--- config.mk ---
export PLATFORM = sky130hd
export DESIGN_NAME = utf8_stream_decoder_flat
export DESIGN_NICKNAME = d
export VERILOG_FILES = /design/src/design/u8sd_pkg.sv /design/src/design/u8sd_if.sv /design/src/design/utf8_stream_decoder.sv /design/src/flat_wrapper.sv
export SDC_FILE = /design/constraint.sdc
export NUM_CORES = 1
export LEC_CHECK = 0
export ABC_AREA = 1
export BUFFER_PORTS_ARGS = -buffer_cell sky130_fd_sc_hd__buf_4
export CORE_UTILIZATION = 59
export DETAILED_ROUTE_END_ITERATION = 12
export HOLD_SLACK_MARGIN = 0.02
export PLACE_DENSITY = 0.86
export RECOVER_POWER = 25
export SLEW_MARGIN = 40
export SYNTH_ARGS = -nofsm -noshare
export SYNTH_HDL_FRONTEND = slang
export SYNTH_SLANG_ARGS = --single-unit
export TNS_END_PERCENT = 10
--- constraint.sdc ---
create_clock -name i_clk -period 4.3 [get_ports i_clk]
set_clock_uncertainty 0.1 [all_clocks]
set_input_delay 0.645 -clock i_clk [delete_from_list [all_inputs] [get_ports i_clk]]
set_output_delay 0.645 -clock i_clk [all_outputs]
set_load 0.02 [all_outputs]
--- src/design/u8sd_pkg.sv ---
// ----------------------------------------------------------------------------
// u8sd_pkg
// Widths, constants and types shared by the UTF-8 stream decoder files.
// ----------------------------------------------------------------------------
`default_nettype none

package u8sd_pkg;

    localparam int BYTE_W = 8;
    localparam int CP_W   = 21;
    localparam int LEN_W  = 3;
    localparam int CNT_W  = 16;
    localparam int PV_W   = 18;
    localparam int SEEN_W = 2;

    localparam logic [CP_W-1:0]  REPL_CP   = 21'h00FFFD;
    localparam logic [CNT_W-1:0] CNT_MAX   = 16'hFFFF;

    localparam logic [LEN_W-1:0] LEN_NONE  = 3'd0;
    localparam logic [LEN_W-1:0] LEN_ONE   = 3'd1;
    localparam logic [LEN_W-1:0] LEN_TWO   = 3'd2;
    localparam logic [LEN_W-1:0] LEN_THREE = 3'd3;
    localparam logic [LEN_W-1:0] LEN_FOUR  = 3'd4;

    // One decoded result word.
    typedef struct packed {
        logic [CP_W-1:0]  code_point;
        logic [LEN_W-1:0] byte_length;
        logic             end_of_text;
        logic [CNT_W-1:0] char_count;
        logic             last_result;
    } t_result;

endpackage

`default_nettype wire

--- src/design/u8sd_if.sv ---
// ----------------------------------------------------------------------------
// u8sd_if
// Valid/ready channels for the byte input and the decoded result output.
// ----------------------------------------------------------------------------
`default_nettype none

interface u8sd_byte_if;
    logic                        valid;
    logic                        ready;
    logic [u8sd_pkg::BYTE_W-1:0] data_byte;

    modport source (output valid, output data_byte, input ready);
    modport sink   (input valid, input data_byte, output ready);
endinterface

interface u8sd_result_if;
    logic                         valid;
    logic                         ready;
    logic [u8sd_pkg::CP_W-1:0]    code_point;
    logic [u8sd_pkg::LEN_W-1:0]   byte_length;
    logic                         end_of_text;
    logic [u8sd_pkg::CNT_W-1:0]   char_count;
    logic                         last_result;

    modport source (output valid, output code_point, output byte_length,
                    output end_of_text, output char_count, output last_result,
                    input ready);
    modport sink   (input valid, input code_point, input byte_length,
                    input end_of_text, input char_count, input last_result,
                    output ready);
endinterface

`default_nettype wire

--- src/design/utf8_stream_decoder.sv ---
// ----------------------------------------------------------------------------
// utf8_stream_decoder
// Lenient UTF-8 decoder taking one byte per word and giving code points.
// ----------------------------------------------------------------------------
// A byte is decoded in the cycle it is accepted; its results wait in a small
// work register and leave one per cycle, while the sink takes them, through
// the output register. A byte that gives no result or one result does not
// hold the input, and the decoder takes a byte every cycle while the sink
// keeps up. A byte that breaks an open sequence holding k bytes gives k
// replacements plus its own result if it has one, up to four words, and the
// input is held until the last of them is loaded into the single output
// register. A zero byte ends the text and gives a word carrying the
// saturating code point count, after which counting starts again from zero.
`default_nettype none

module utf8_stream_decoder (
    input  wire logic       i_clk,
    input  wire logic       i_rst_n,
    u8sd_byte_if.sink       i_byte,
    u8sd_result_if.source   o_result
);

    // Sequence state.
    logic [u8sd_pkg::PV_W-1:0]   r_pv,  n_pv;
    logic [u8sd_pkg::LEN_W-1:0]  r_el,  n_el;
    logic [u8sd_pkg::SEEN_W-1:0] r_bs,  n_bs;
    logic [u8sd_pkg::CNT_W-1:0]  r_cnt, n_cnt;

    // Work register: replacements still to send, then an optional final word.
    logic [u8sd_pkg::SEEN_W-1:0] r_rep_left, n_rep_left;
    logic                        r_fin_valid, n_fin_valid;
    u8sd_pkg::t_result           r_fin, n_fin;

    // Output register.
    logic                        r_out_valid;
    u8sd_pkg::t_result           r_out, n_out;

    logic                        accept;
    logic                        work_has;
    logic                        work_last;
    logic                        load;
    logic                        in_cont;
    logic [u8sd_pkg::CP_W-1:0]   cont_value;
    logic [u8sd_pkg::CNT_W:0]    sum_all;
    logic [u8sd_pkg::CNT_W:0]    sum_rep;
    logic [u8sd_pkg::CNT_W-1:0]  sat_all;
    logic [u8sd_pkg::CNT_W-1:0]  sat_rep;
    logic [u8sd_pkg::SEEN_W-1:0] d_rep;
    logic                        d_fin_valid;
    logic                        d_end;
    u8sd_pkg::t_result           d_fin;

    assign work_has  = (r_rep_left != '0) || r_fin_valid;
    // The word leaving the work register now is the last one of its byte.
    assign work_last = ((r_rep_left == '0) && r_fin_valid)
                    || ((r_rep_left == 2'd1) && !r_fin_valid);
    assign load      = work_has && (!r_out_valid || o_result.ready);
    assign i_byte.ready = !work_has || (load && work_last);
    assign accept    = i_byte.valid && i_byte.ready;

    assign in_cont    = (i_byte.data_byte[7:6] == 2'b10);
    assign cont_value = {r_pv[14:0], i_byte.data_byte[5:0]};

    // Decode of the incoming byte against the current sequence state.
    always_comb begin
        n_pv        = r_pv;
        n_el        = r_el;
        n_bs        = r_bs;
        d_rep       = '0;
        d_fin_valid = 1'b0;
        d_end       = 1'b0;
        d_fin       = '0;
        d_fin.last_result = 1'b1;

        if ((r_el != u8sd_pkg::LEN_NONE) && in_cont) begin
            if (({1'b0, r_bs} + 3'd1) >= r_el) begin
                d_fin_valid       = 1'b1;
                d_fin.code_point  = cont_value;
                d_fin.byte_length = r_el;
                n_pv = '0;
                n_el = u8sd_pkg::LEN_NONE;
                n_bs = '0;
            end else begin
                n_pv = {r_pv[11:0], i_byte.data_byte[5:0]};
                n_bs = r_bs + 2'd1;
            end
        end else begin
            // A broken sequence gives one replacement per byte held.
            if (r_el != u8sd_pkg::LEN_NONE) begin
                d_rep = r_bs;
            end
            n_pv = '0;
            n_el = u8sd_pkg::LEN_NONE;
            n_bs = '0;
            priority if (i_byte.data_byte == '0) begin
                d_fin_valid       = 1'b1;
                d_end             = 1'b1;
                d_fin.end_of_text = 1'b1;
                d_fin.byte_length = u8sd_pkg::LEN_NONE;
            end else if (!i_byte.data_byte[7]) begin
                d_fin_valid       = 1'b1;
                d_fin.code_point  = {13'd0, i_byte.data_byte};
                d_fin.byte_length = u8sd_pkg::LEN_ONE;
            end else if (i_byte.data_byte[7:5] == 3'b110) begin
                n_pv = {13'd0, i_byte.data_byte[4:0]};
                n_el = u8sd_pkg::LEN_TWO;
                n_bs = 2'd1;
            end else if (i_byte.data_byte[7:4] == 4'b1110) begin
                n_pv = {14'd0, i_byte.data_byte[3:0]};
                n_el = u8sd_pkg::LEN_THREE;
                n_bs = 2'd1;
            end else if (i_byte.data_byte[7:3] == 5'b11110) begin
                n_pv = {15'd0, i_byte.data_byte[2:0]};
                n_el = u8sd_pkg::LEN_FOUR;
                n_bs = 2'd1;
            end else begin
                d_fin_valid       = 1'b1;
                d_fin.code_point  = u8sd_pkg::REPL_CP;
                d_fin.byte_length = u8sd_pkg::LEN_ONE;
            end
        end

        sum_rep = {1'b0, r_cnt} + {15'd0, d_rep};
        sum_all = sum_rep + {16'd0, d_fin_valid && !d_end};
        sat_rep = sum_rep[u8sd_pkg::CNT_W] ? u8sd_pkg::CNT_MAX
                                           : sum_rep[u8sd_pkg::CNT_W-1:0];
        sat_all = sum_all[u8sd_pkg::CNT_W] ? u8sd_pkg::CNT_MAX
                                           : sum_all[u8sd_pkg::CNT_W-1:0];
        if (d_end) begin
            d_fin.char_count = sat_rep;
            n_cnt = '0;
        end else begin
            n_cnt = sat_all;
        end
    end

    // Work register and output register next values.
    always_comb begin
        n_rep_left  = r_rep_left;
        n_fin_valid = r_fin_valid;
        n_fin       = r_fin;
        n_out       = r_out;

        if (load) begin
            if (r_rep_left != '0) begin
                n_out.code_point  = u8sd_pkg::REPL_CP;
                n_out.byte_length = u8sd_pkg::LEN_ONE;
                n_out.end_of_text = 1'b0;
                n_out.char_count  = '0;
                n_out.last_result = work_last;
                n_rep_left        = r_rep_left - 2'd1;
            end else begin
                n_out       = r_fin;
                n_fin_valid = 1'b0;
            end
        end

        if (accept) begin
            n_rep_left  = d_rep;
            n_fin_valid = d_fin_valid;
            n_fin       = d_fin;
        end
    end

    always_ff @(posedge i_clk) begin
        if (!i_rst_n) begin
            r_pv        <= '0;
            r_el        <= u8sd_pkg::LEN_NONE;
            r_bs        <= '0;
            r_cnt       <= '0;
            r_rep_left  <= '0;
            r_fin_valid <= 1'b0;
            r_out_valid <= 1'b0;
        end else begin
            if (accept) begin
                r_pv  <= n_pv;
                r_el  <= n_el;
                r_bs  <= n_bs;
                r_cnt <= n_cnt;
            end
            r_rep_left  <= n_rep_left;
            r_fin_valid <= n_fin_valid;
            if (load) begin
                r_out_valid <= 1'b1;
            end else if (o_result.ready) begin
                r_out_valid <= 1'b0;
            end
        end
    end

    always_ff @(posedge i_clk) begin
        r_fin <= n_fin;
        r_out <= n_out;
    end

    assign o_result.valid       = r_out_valid;
    assign o_result.code_point  = r_out.code_point;
    assign o_result.byte_length = r_out.byte_length;
    assign o_result.end_of_text = r_out.end_of_text;
    assign o_result.char_count  = r_out.char_count;
    assign o_result.last_result = r_out.last_result;

endmodule

`default_nettype wire
--- src/flat_wrapper.sv ---
// flat-port wrapper written by rule: the top's interface ports become plain ports
module utf8_stream_decoder_flat 
  (i_clk, i_rst_n, i_byte_valid, i_byte_data_byte, i_byte_ready, o_result_valid, o_result_code_point, o_result_byte_length, o_result_end_of_text, o_result_char_count, o_result_last_result, o_result_ready);
  u8sd_byte_if i_byte_i ();
  u8sd_result_if o_result_i ();
  input  wire logic i_clk;
  input  wire logic i_rst_n;
  input wire logic [$bits(i_byte_i.valid)-1:0] i_byte_valid;
  input wire logic [$bits(i_byte_i.data_byte)-1:0] i_byte_data_byte;
  output wire logic [$bits(i_byte_i.ready)-1:0] i_byte_ready;
  output wire logic [$bits(o_result_i.valid)-1:0] o_result_valid;
  output wire logic [$bits(o_result_i.code_point)-1:0] o_result_code_point;
  output wire logic [$bits(o_result_i.byte_length)-1:0] o_result_byte_length;
  output wire logic [$bits(o_result_i.end_of_text)-1:0] o_result_end_of_text;
  output wire logic [$bits(o_result_i.char_count)-1:0] o_result_char_count;
  output wire logic [$bits(o_result_i.last_result)-1:0] o_result_last_result;
  input wire logic [$bits(o_result_i.ready)-1:0] o_result_ready;
  assign i_byte_i.valid = i_byte_valid;
  assign i_byte_i.data_byte = i_byte_data_byte;
  assign i_byte_ready = i_byte_i.ready;
  assign o_result_valid = o_result_i.valid;
  assign o_result_code_point = o_result_i.code_point;
  assign o_result_byte_length = o_result_i.byte_length;
  assign o_result_end_of_text = o_result_i.end_of_text;
  assign o_result_char_count = o_result_i.char_count;
  assign o_result_last_result = o_result_i.last_result;
  assign o_result_i.ready = o_result_ready;
  utf8_stream_decoder u_core (.i_clk(i_clk), .i_rst_n(i_rst_n), .i_byte(i_byte_i), .o_result(o_result_i));
endmodule
==> results.md <==
Timing:
- The hold violation total from the final report is 0.
- The transition time at the pin with the least slew margin is 0.635 ns.
- Counting I/O delays and the setup requirement, the final critical path takes 3.85 ns.
- The fraction of the cycle the final worst path needs is 89.5%.
- After routing, the total negative slack on setup checks comes to 0 ns.
- The number of max-slew violations in the final report came to 0.
- Based on the critical path, the design can be clocked at up to 0.260 GHz.
- Measured against its own limit, the worst slew margin works out to 57.6%.
- Setup repair after global routing left no endpoint under its margin.
- The setup-violating endpoint count in the final report is 0.

CTS:
- Clock tree synthesis found a total of 123 sinks.
- The clock latency reported for the late side of the worst-skew pair is 0.52 ns.
- The hold buffer count at cts is 0.
- In this run the deepest clock path goes through 2 buffers.
- The number of H-tree levels is 4.
- Post-CTS repair changed the size of 0 cells.
- The CTS tree is built.
- Once the clock tree was built, the setup fixing pass inserted 0 buffers.
- The root buffer cell is sky130_fd_sc_hd__clkbuf_8.
- The clock slew at the register clock pins of the worst setup and hold paths is 0.06 ns.
- The number of buffers created by CTS is 17.

Detailed routing:
- The vias per cell is 5.39.
- The pre-antenna-repair detailed-routing pass consisted of 5 iterations.
- Detailed routing inserted a total of 4569 vias.
- The detailed-route wire length is 13.2 mm.
- The DRC violations left is 0.
- The violation count after the first detailed-routing iteration is 409.
- In this run the remaining antenna-violating nets after routing total 0.
- The mean routed wirelength per cell is 15.6 um.

Layout:
- The final layout net count is 724.
- The repair_antennas step left the layout with diodes totalling 0.
- The final instance area is 0.00687 sq mm.
- Relative to the synthesized area, the layout overhead comes to 16.0%.
- The utilization after layout is 70.6%.
- Leaving out fill and tap cells, the most frequent cell in the layout is sky130_fd_sc_hd__nand2_1.
- The top cell types in the final layout, fill and taps aside, are 148 x sky130_fd_sc_hd__nand2_1, 92 x sky130_fd_sc_hd__inv_1, 83 x sky130_fd_sc_hd__edfxtp_1.
- In the final layout, the share of cells above drive strength 1 is 17.2%.

Min path:
- The number of cells traversed by the worst hold path is 3.
- In this run the worst hold path is classified as in -> reg.
- The path with the worst hold slack has its endpoint at u_core.r_pv[0].
- The beginning of the worst hold path is i_byte_data_byte[0].

Outcome:
- The flow ran to the end, and the final reports show no timing, DRC or antenna violations.

Pwr:
- For this design the static power due to leakage is 2.85 nW.
- The peak ir drop on the vdd network is 316 uV.
- The total power consumption of the routed design is 4.72 mW.
- The total power density per cell area is 687 mW/mm^2.
- The net switching share of the total power is 35.9%.
- The internal cell power is 3.02 mW.
- The clock power share is 29.4%.
- The power spent charging and discharging nets is 1.69 mW.
- Per report_power, the combinational group accounts for 28.9% of the total.
- The register share of total power is 41.7%.

Floorplan:
- The floorplan step defined a core boundary enclosing 0.00973 sq mm.
- In this run the core area contains 36 standard-cell rows.
- The I/O pin count is 56.
- The initial cell density of the core is 60.8%.
- The area of the die is 0.0104 sq mm.
- In this run the vertical extent of the chip is 102 um.
- The die extent in x is 102 um.

Logic synthesis:
- The number of synthesized flops with an enable pin is 83.
- The synthesized net count is 667.
- Of the synthesized area, sequential elements account for 55.7%.
- The synthesized area divided by synthesized cell count is 9.19 sq um.
- Among all flip-flop cells after synthesis, the most frequent one is sky130_fd_sc_hd__edfxtp_1.
- The number of storage elements in the synthesis netlist is 123.
- The number of synthesis warnings is 0.
- Counting distinct cell types in the post-synthesis netlist gives 42.
- The post-synth design cell area is 0.00592 sq mm.
- After synthesis, the share of flip-flops with an asynchronous set or reset is 0%.
- The synthesized instance count is 644.

GRT:
- The initial antenna violation count was 0.
- The sum of overflow across all layers after global routing is 0.
- The via count of the first global-routing pass was 4406.
- The total track usage is 27.6%.
- The first global-routing pass estimated 21.3 mm of wire.
- Entering global routing, the biggest net connects 54 pins.

Setup path:
- The critical-path maximum fanout is 16.
- The setup check on the worst reg-to-reg path leaves a slack of 0.45 ns.
- The worst register-to-register path begins at u_core.r_bs[0].
- The endpoint kind of the worst setup timing path is a flip-flop.
- Data on the critical path is required at its endpoint by 4.64 ns.
- The endpoint of the worst-slack reg-to-reg timing path is u_core.r_cnt[3].
- For the worst flop-to-flop path, the logic depth is 22.
- The worst endpoint data arrival time is 4.19 ns.
- The worst setup path is of the reg -> reg kind.
- The worst setup path is launched from a flip-flop.

Placed design:
- The wire-length estimate of the detail-placed layout is 8.76 mm.
- Buffers placed on the I/O ports in this run total 55.
- The standard cell area after detailed placement is 0.00643 sq mm.
- The congestion estimate from routability-driven global placement came to 0.949.

Flow run:
- The number of maximum-capacitance violations is 0.
Yosys cell counts, types with 2 or more instances:
master	instances	area, sq um
sky130_fd_sc_hd__or2_2	16	100
sky130_fd_sc_hd__clkbuf_1	13	48.8
sky130_fd_sc_hd__nand3_2	2	20.0
sky130_fd_sc_hd__nand4_1	6	37.5
sky130_fd_sc_hd__nand3_1	26	130
sky130_fd_sc_hd__nor2_1	46	173
sky130_fd_sc_hd__nand2_2	24	150
sky130_fd_sc_hd__a2111oi_0	5	43.8
sky130_fd_sc_hd__ha_1	10	125
sky130_fd_sc_hd__nand2_4	2	22.5
sky130_fd_sc_hd__o21ai_1	2	10.0
sky130_fd_sc_hd__buf_2	6	30.0
sky130_fd_sc_hd__nand2_1	148	556
sky130_fd_sc_hd__xor2_1	8	70.1
sky130_fd_sc_hd__inv_1	93	349
sky130_fd_sc_hd__a211oi_1	9	67.6
sky130_fd_sc_hd__nand3b_1	2	15.0
sky130_fd_sc_hd__nor3_1	5	25.0
sky130_fd_sc_hd__o211ai_1	2	15.0
sky130_fd_sc_hd__a21oi_2	4	35.0
sky130_fd_sc_hd__o21ai_0	30	150
sky130_fd_sc_hd__nor2_2	6	37.5
sky130_fd_sc_hd__a21oi_1	33	165
sky130_fd_sc_hd__nor2_4	5	56.3
sky130_fd_sc_hd__inv_2	2	7.51
sky130_fd_sc_hd__edfxtp_1	83	2490
sky130_fd_sc_hd__dfxtp_1	40	801
sky130_fd_sc_hd__buf_6	2	22.5
cells by family (layout without fill, tap and decap cells):
logic type / Yosys count / count (layout) / share of synthesized area [%]
simple gates: 294 / 294 / 23.6
flops: 123 / 123 / 55.7
buf+inv: 118 / 188 / 8.14
compound gates: 88 / 88 / 8.59
fa+ha+maj: 11 / 11 / 2.45
xor+xnor: 10 / 10 / 1.61
critical path, stage by stage, from the launching register on:
cell and delay (ns):
sky130_fd_sc_hd__dfxtp_1 0.34, sky130_fd_sc_hd__ha_1 0.32, sky130_fd_sc_hd__ha_1 0.30, sky130_fd_sc_hd__nand2_1 0.05, sky130_fd_sc_hd__o211ai_1 0.42, sky130_fd_sc_hd__nor2_1 0.18
sky130_fd_sc_hd__nor2_1 0.16, sky130_fd_sc_hd__nand2_1 0.16, sky130_fd_sc_hd__inv_1 0.14, sky130_fd_sc_hd__ha_1 0.17, sky130_fd_sc_hd__ha_1 0.18, sky130_fd_sc_hd__inv_1 0.05
sky130_fd_sc_hd__nor2_1 0.18, sky130_fd_sc_hd__nand3_2 0.13, sky130_fd_sc_hd__nor2_4 0.14, sky130_fd_sc_hd__nand2_4 0.08, sky130_fd_sc_hd__inv_2 0.06, sky130_fd_sc_hd__nand2_2 0.05
sky130_fd_sc_hd__nor2_2 0.13, sky130_fd_sc_hd__nor2_4 0.12, sky130_fd_sc_hd__nand2_1 0.10, sky130_fd_sc_hd__nand2_1 0.06, sky130_fd_sc_hd__a21oi_1 0.14
how the worst max path moves through the flow:
| stage | start | to | slack [ns] | depth (start not counted) |
|---|---|---|---|---|
| 2_1_floorplan | i_byte_data_byte[7] | u_core.r_cnt[5] | 0.97 | 19 |
| 3_3_place_gp | u_core.r_rep_left[0] | u_core.r_cnt[8] | 0.57 | 10 |
| 3_5_place_dp | i_byte_data_byte[7] | u_core.r_cnt[11] | 0.47 | 20 |
| 4_1_cts | u_core.r_bs[0] | u_core.r_cnt[3] | 0.52 | 22 |
| 5_1_grt | u_core.r_bs[0] | u_core.r_cnt[14] | 0.10 | 22 |
| 6_report | u_core.r_bs[0] | u_core.r_cnt[3] | 0.45 | 22 |
power groups by stage:
stage | sequential (mW) | combinational, mW | clock, mW
3_3_place_gp | 1.96 | 1.42 | 0
6_report | 1.97 | 1.36 | 1.39
2_1_floorplan | 2.24 | 0.646 | 0
4_1_cts | 1.97 | 1.50 | 1.39
3_5_place_dp | 1.98 | 1.48 | 0
5_1_grt | 2.01 | 1.49 | 1.44
area by class of cell:
| type | count | area (sq um) |
|---|---|---|
| Clock buffer | 17 | 414 |
| Clock inverter | 15 | 165 |
| Fill cell | 713 | 2860 |
| Inverter | 96 | 360 |
| Multi-Input combinational cell | 403 | 2140 |
| Sequential cell | 123 | 3290 |
| Tap cell | 133 | 166 |
| Timing Repair Buffer | 60 | 328 |
flip-flops by register name, indices dropped and copies added (netlist names):
signal                       flops
u_core.r_bs                      2
u_core.o_result.valid            1
u_core.o_result.char_count      16
u_core.r_pv                     15
u_core.o_result.end_of_text      1
u_core.r_cnt                    16
u_core.o_result.code_point      21
u_core.r_el                      3
u_core.o_result.last_result      1
u_core.r_fin_valid               1
u_core.r_rep_left                2
u_core.r_fin                    41
u_core.o_result.byte_length      3
metal layers:
metal	vias up	share of wire, %	track usage (%)
li1	2219	-	-
met1	2136	42	34.5
met2	187	50	45.8
met3	27	6.2	6.09
met4	0	2.5	12.9
met5	-	0	0
through the flow:
stage	hold WS, ns	setup WS, ns	cells
detailed placement	0.361	0.466	815
finish	0.324	0.450	847
CTS	0.297	0.521	847
global route	0.314	0.102	847
floorplan	0.342	0.968	644
global placement	0.349	0.572	815
Note: power is estimated with default switching activity, not from simulation.
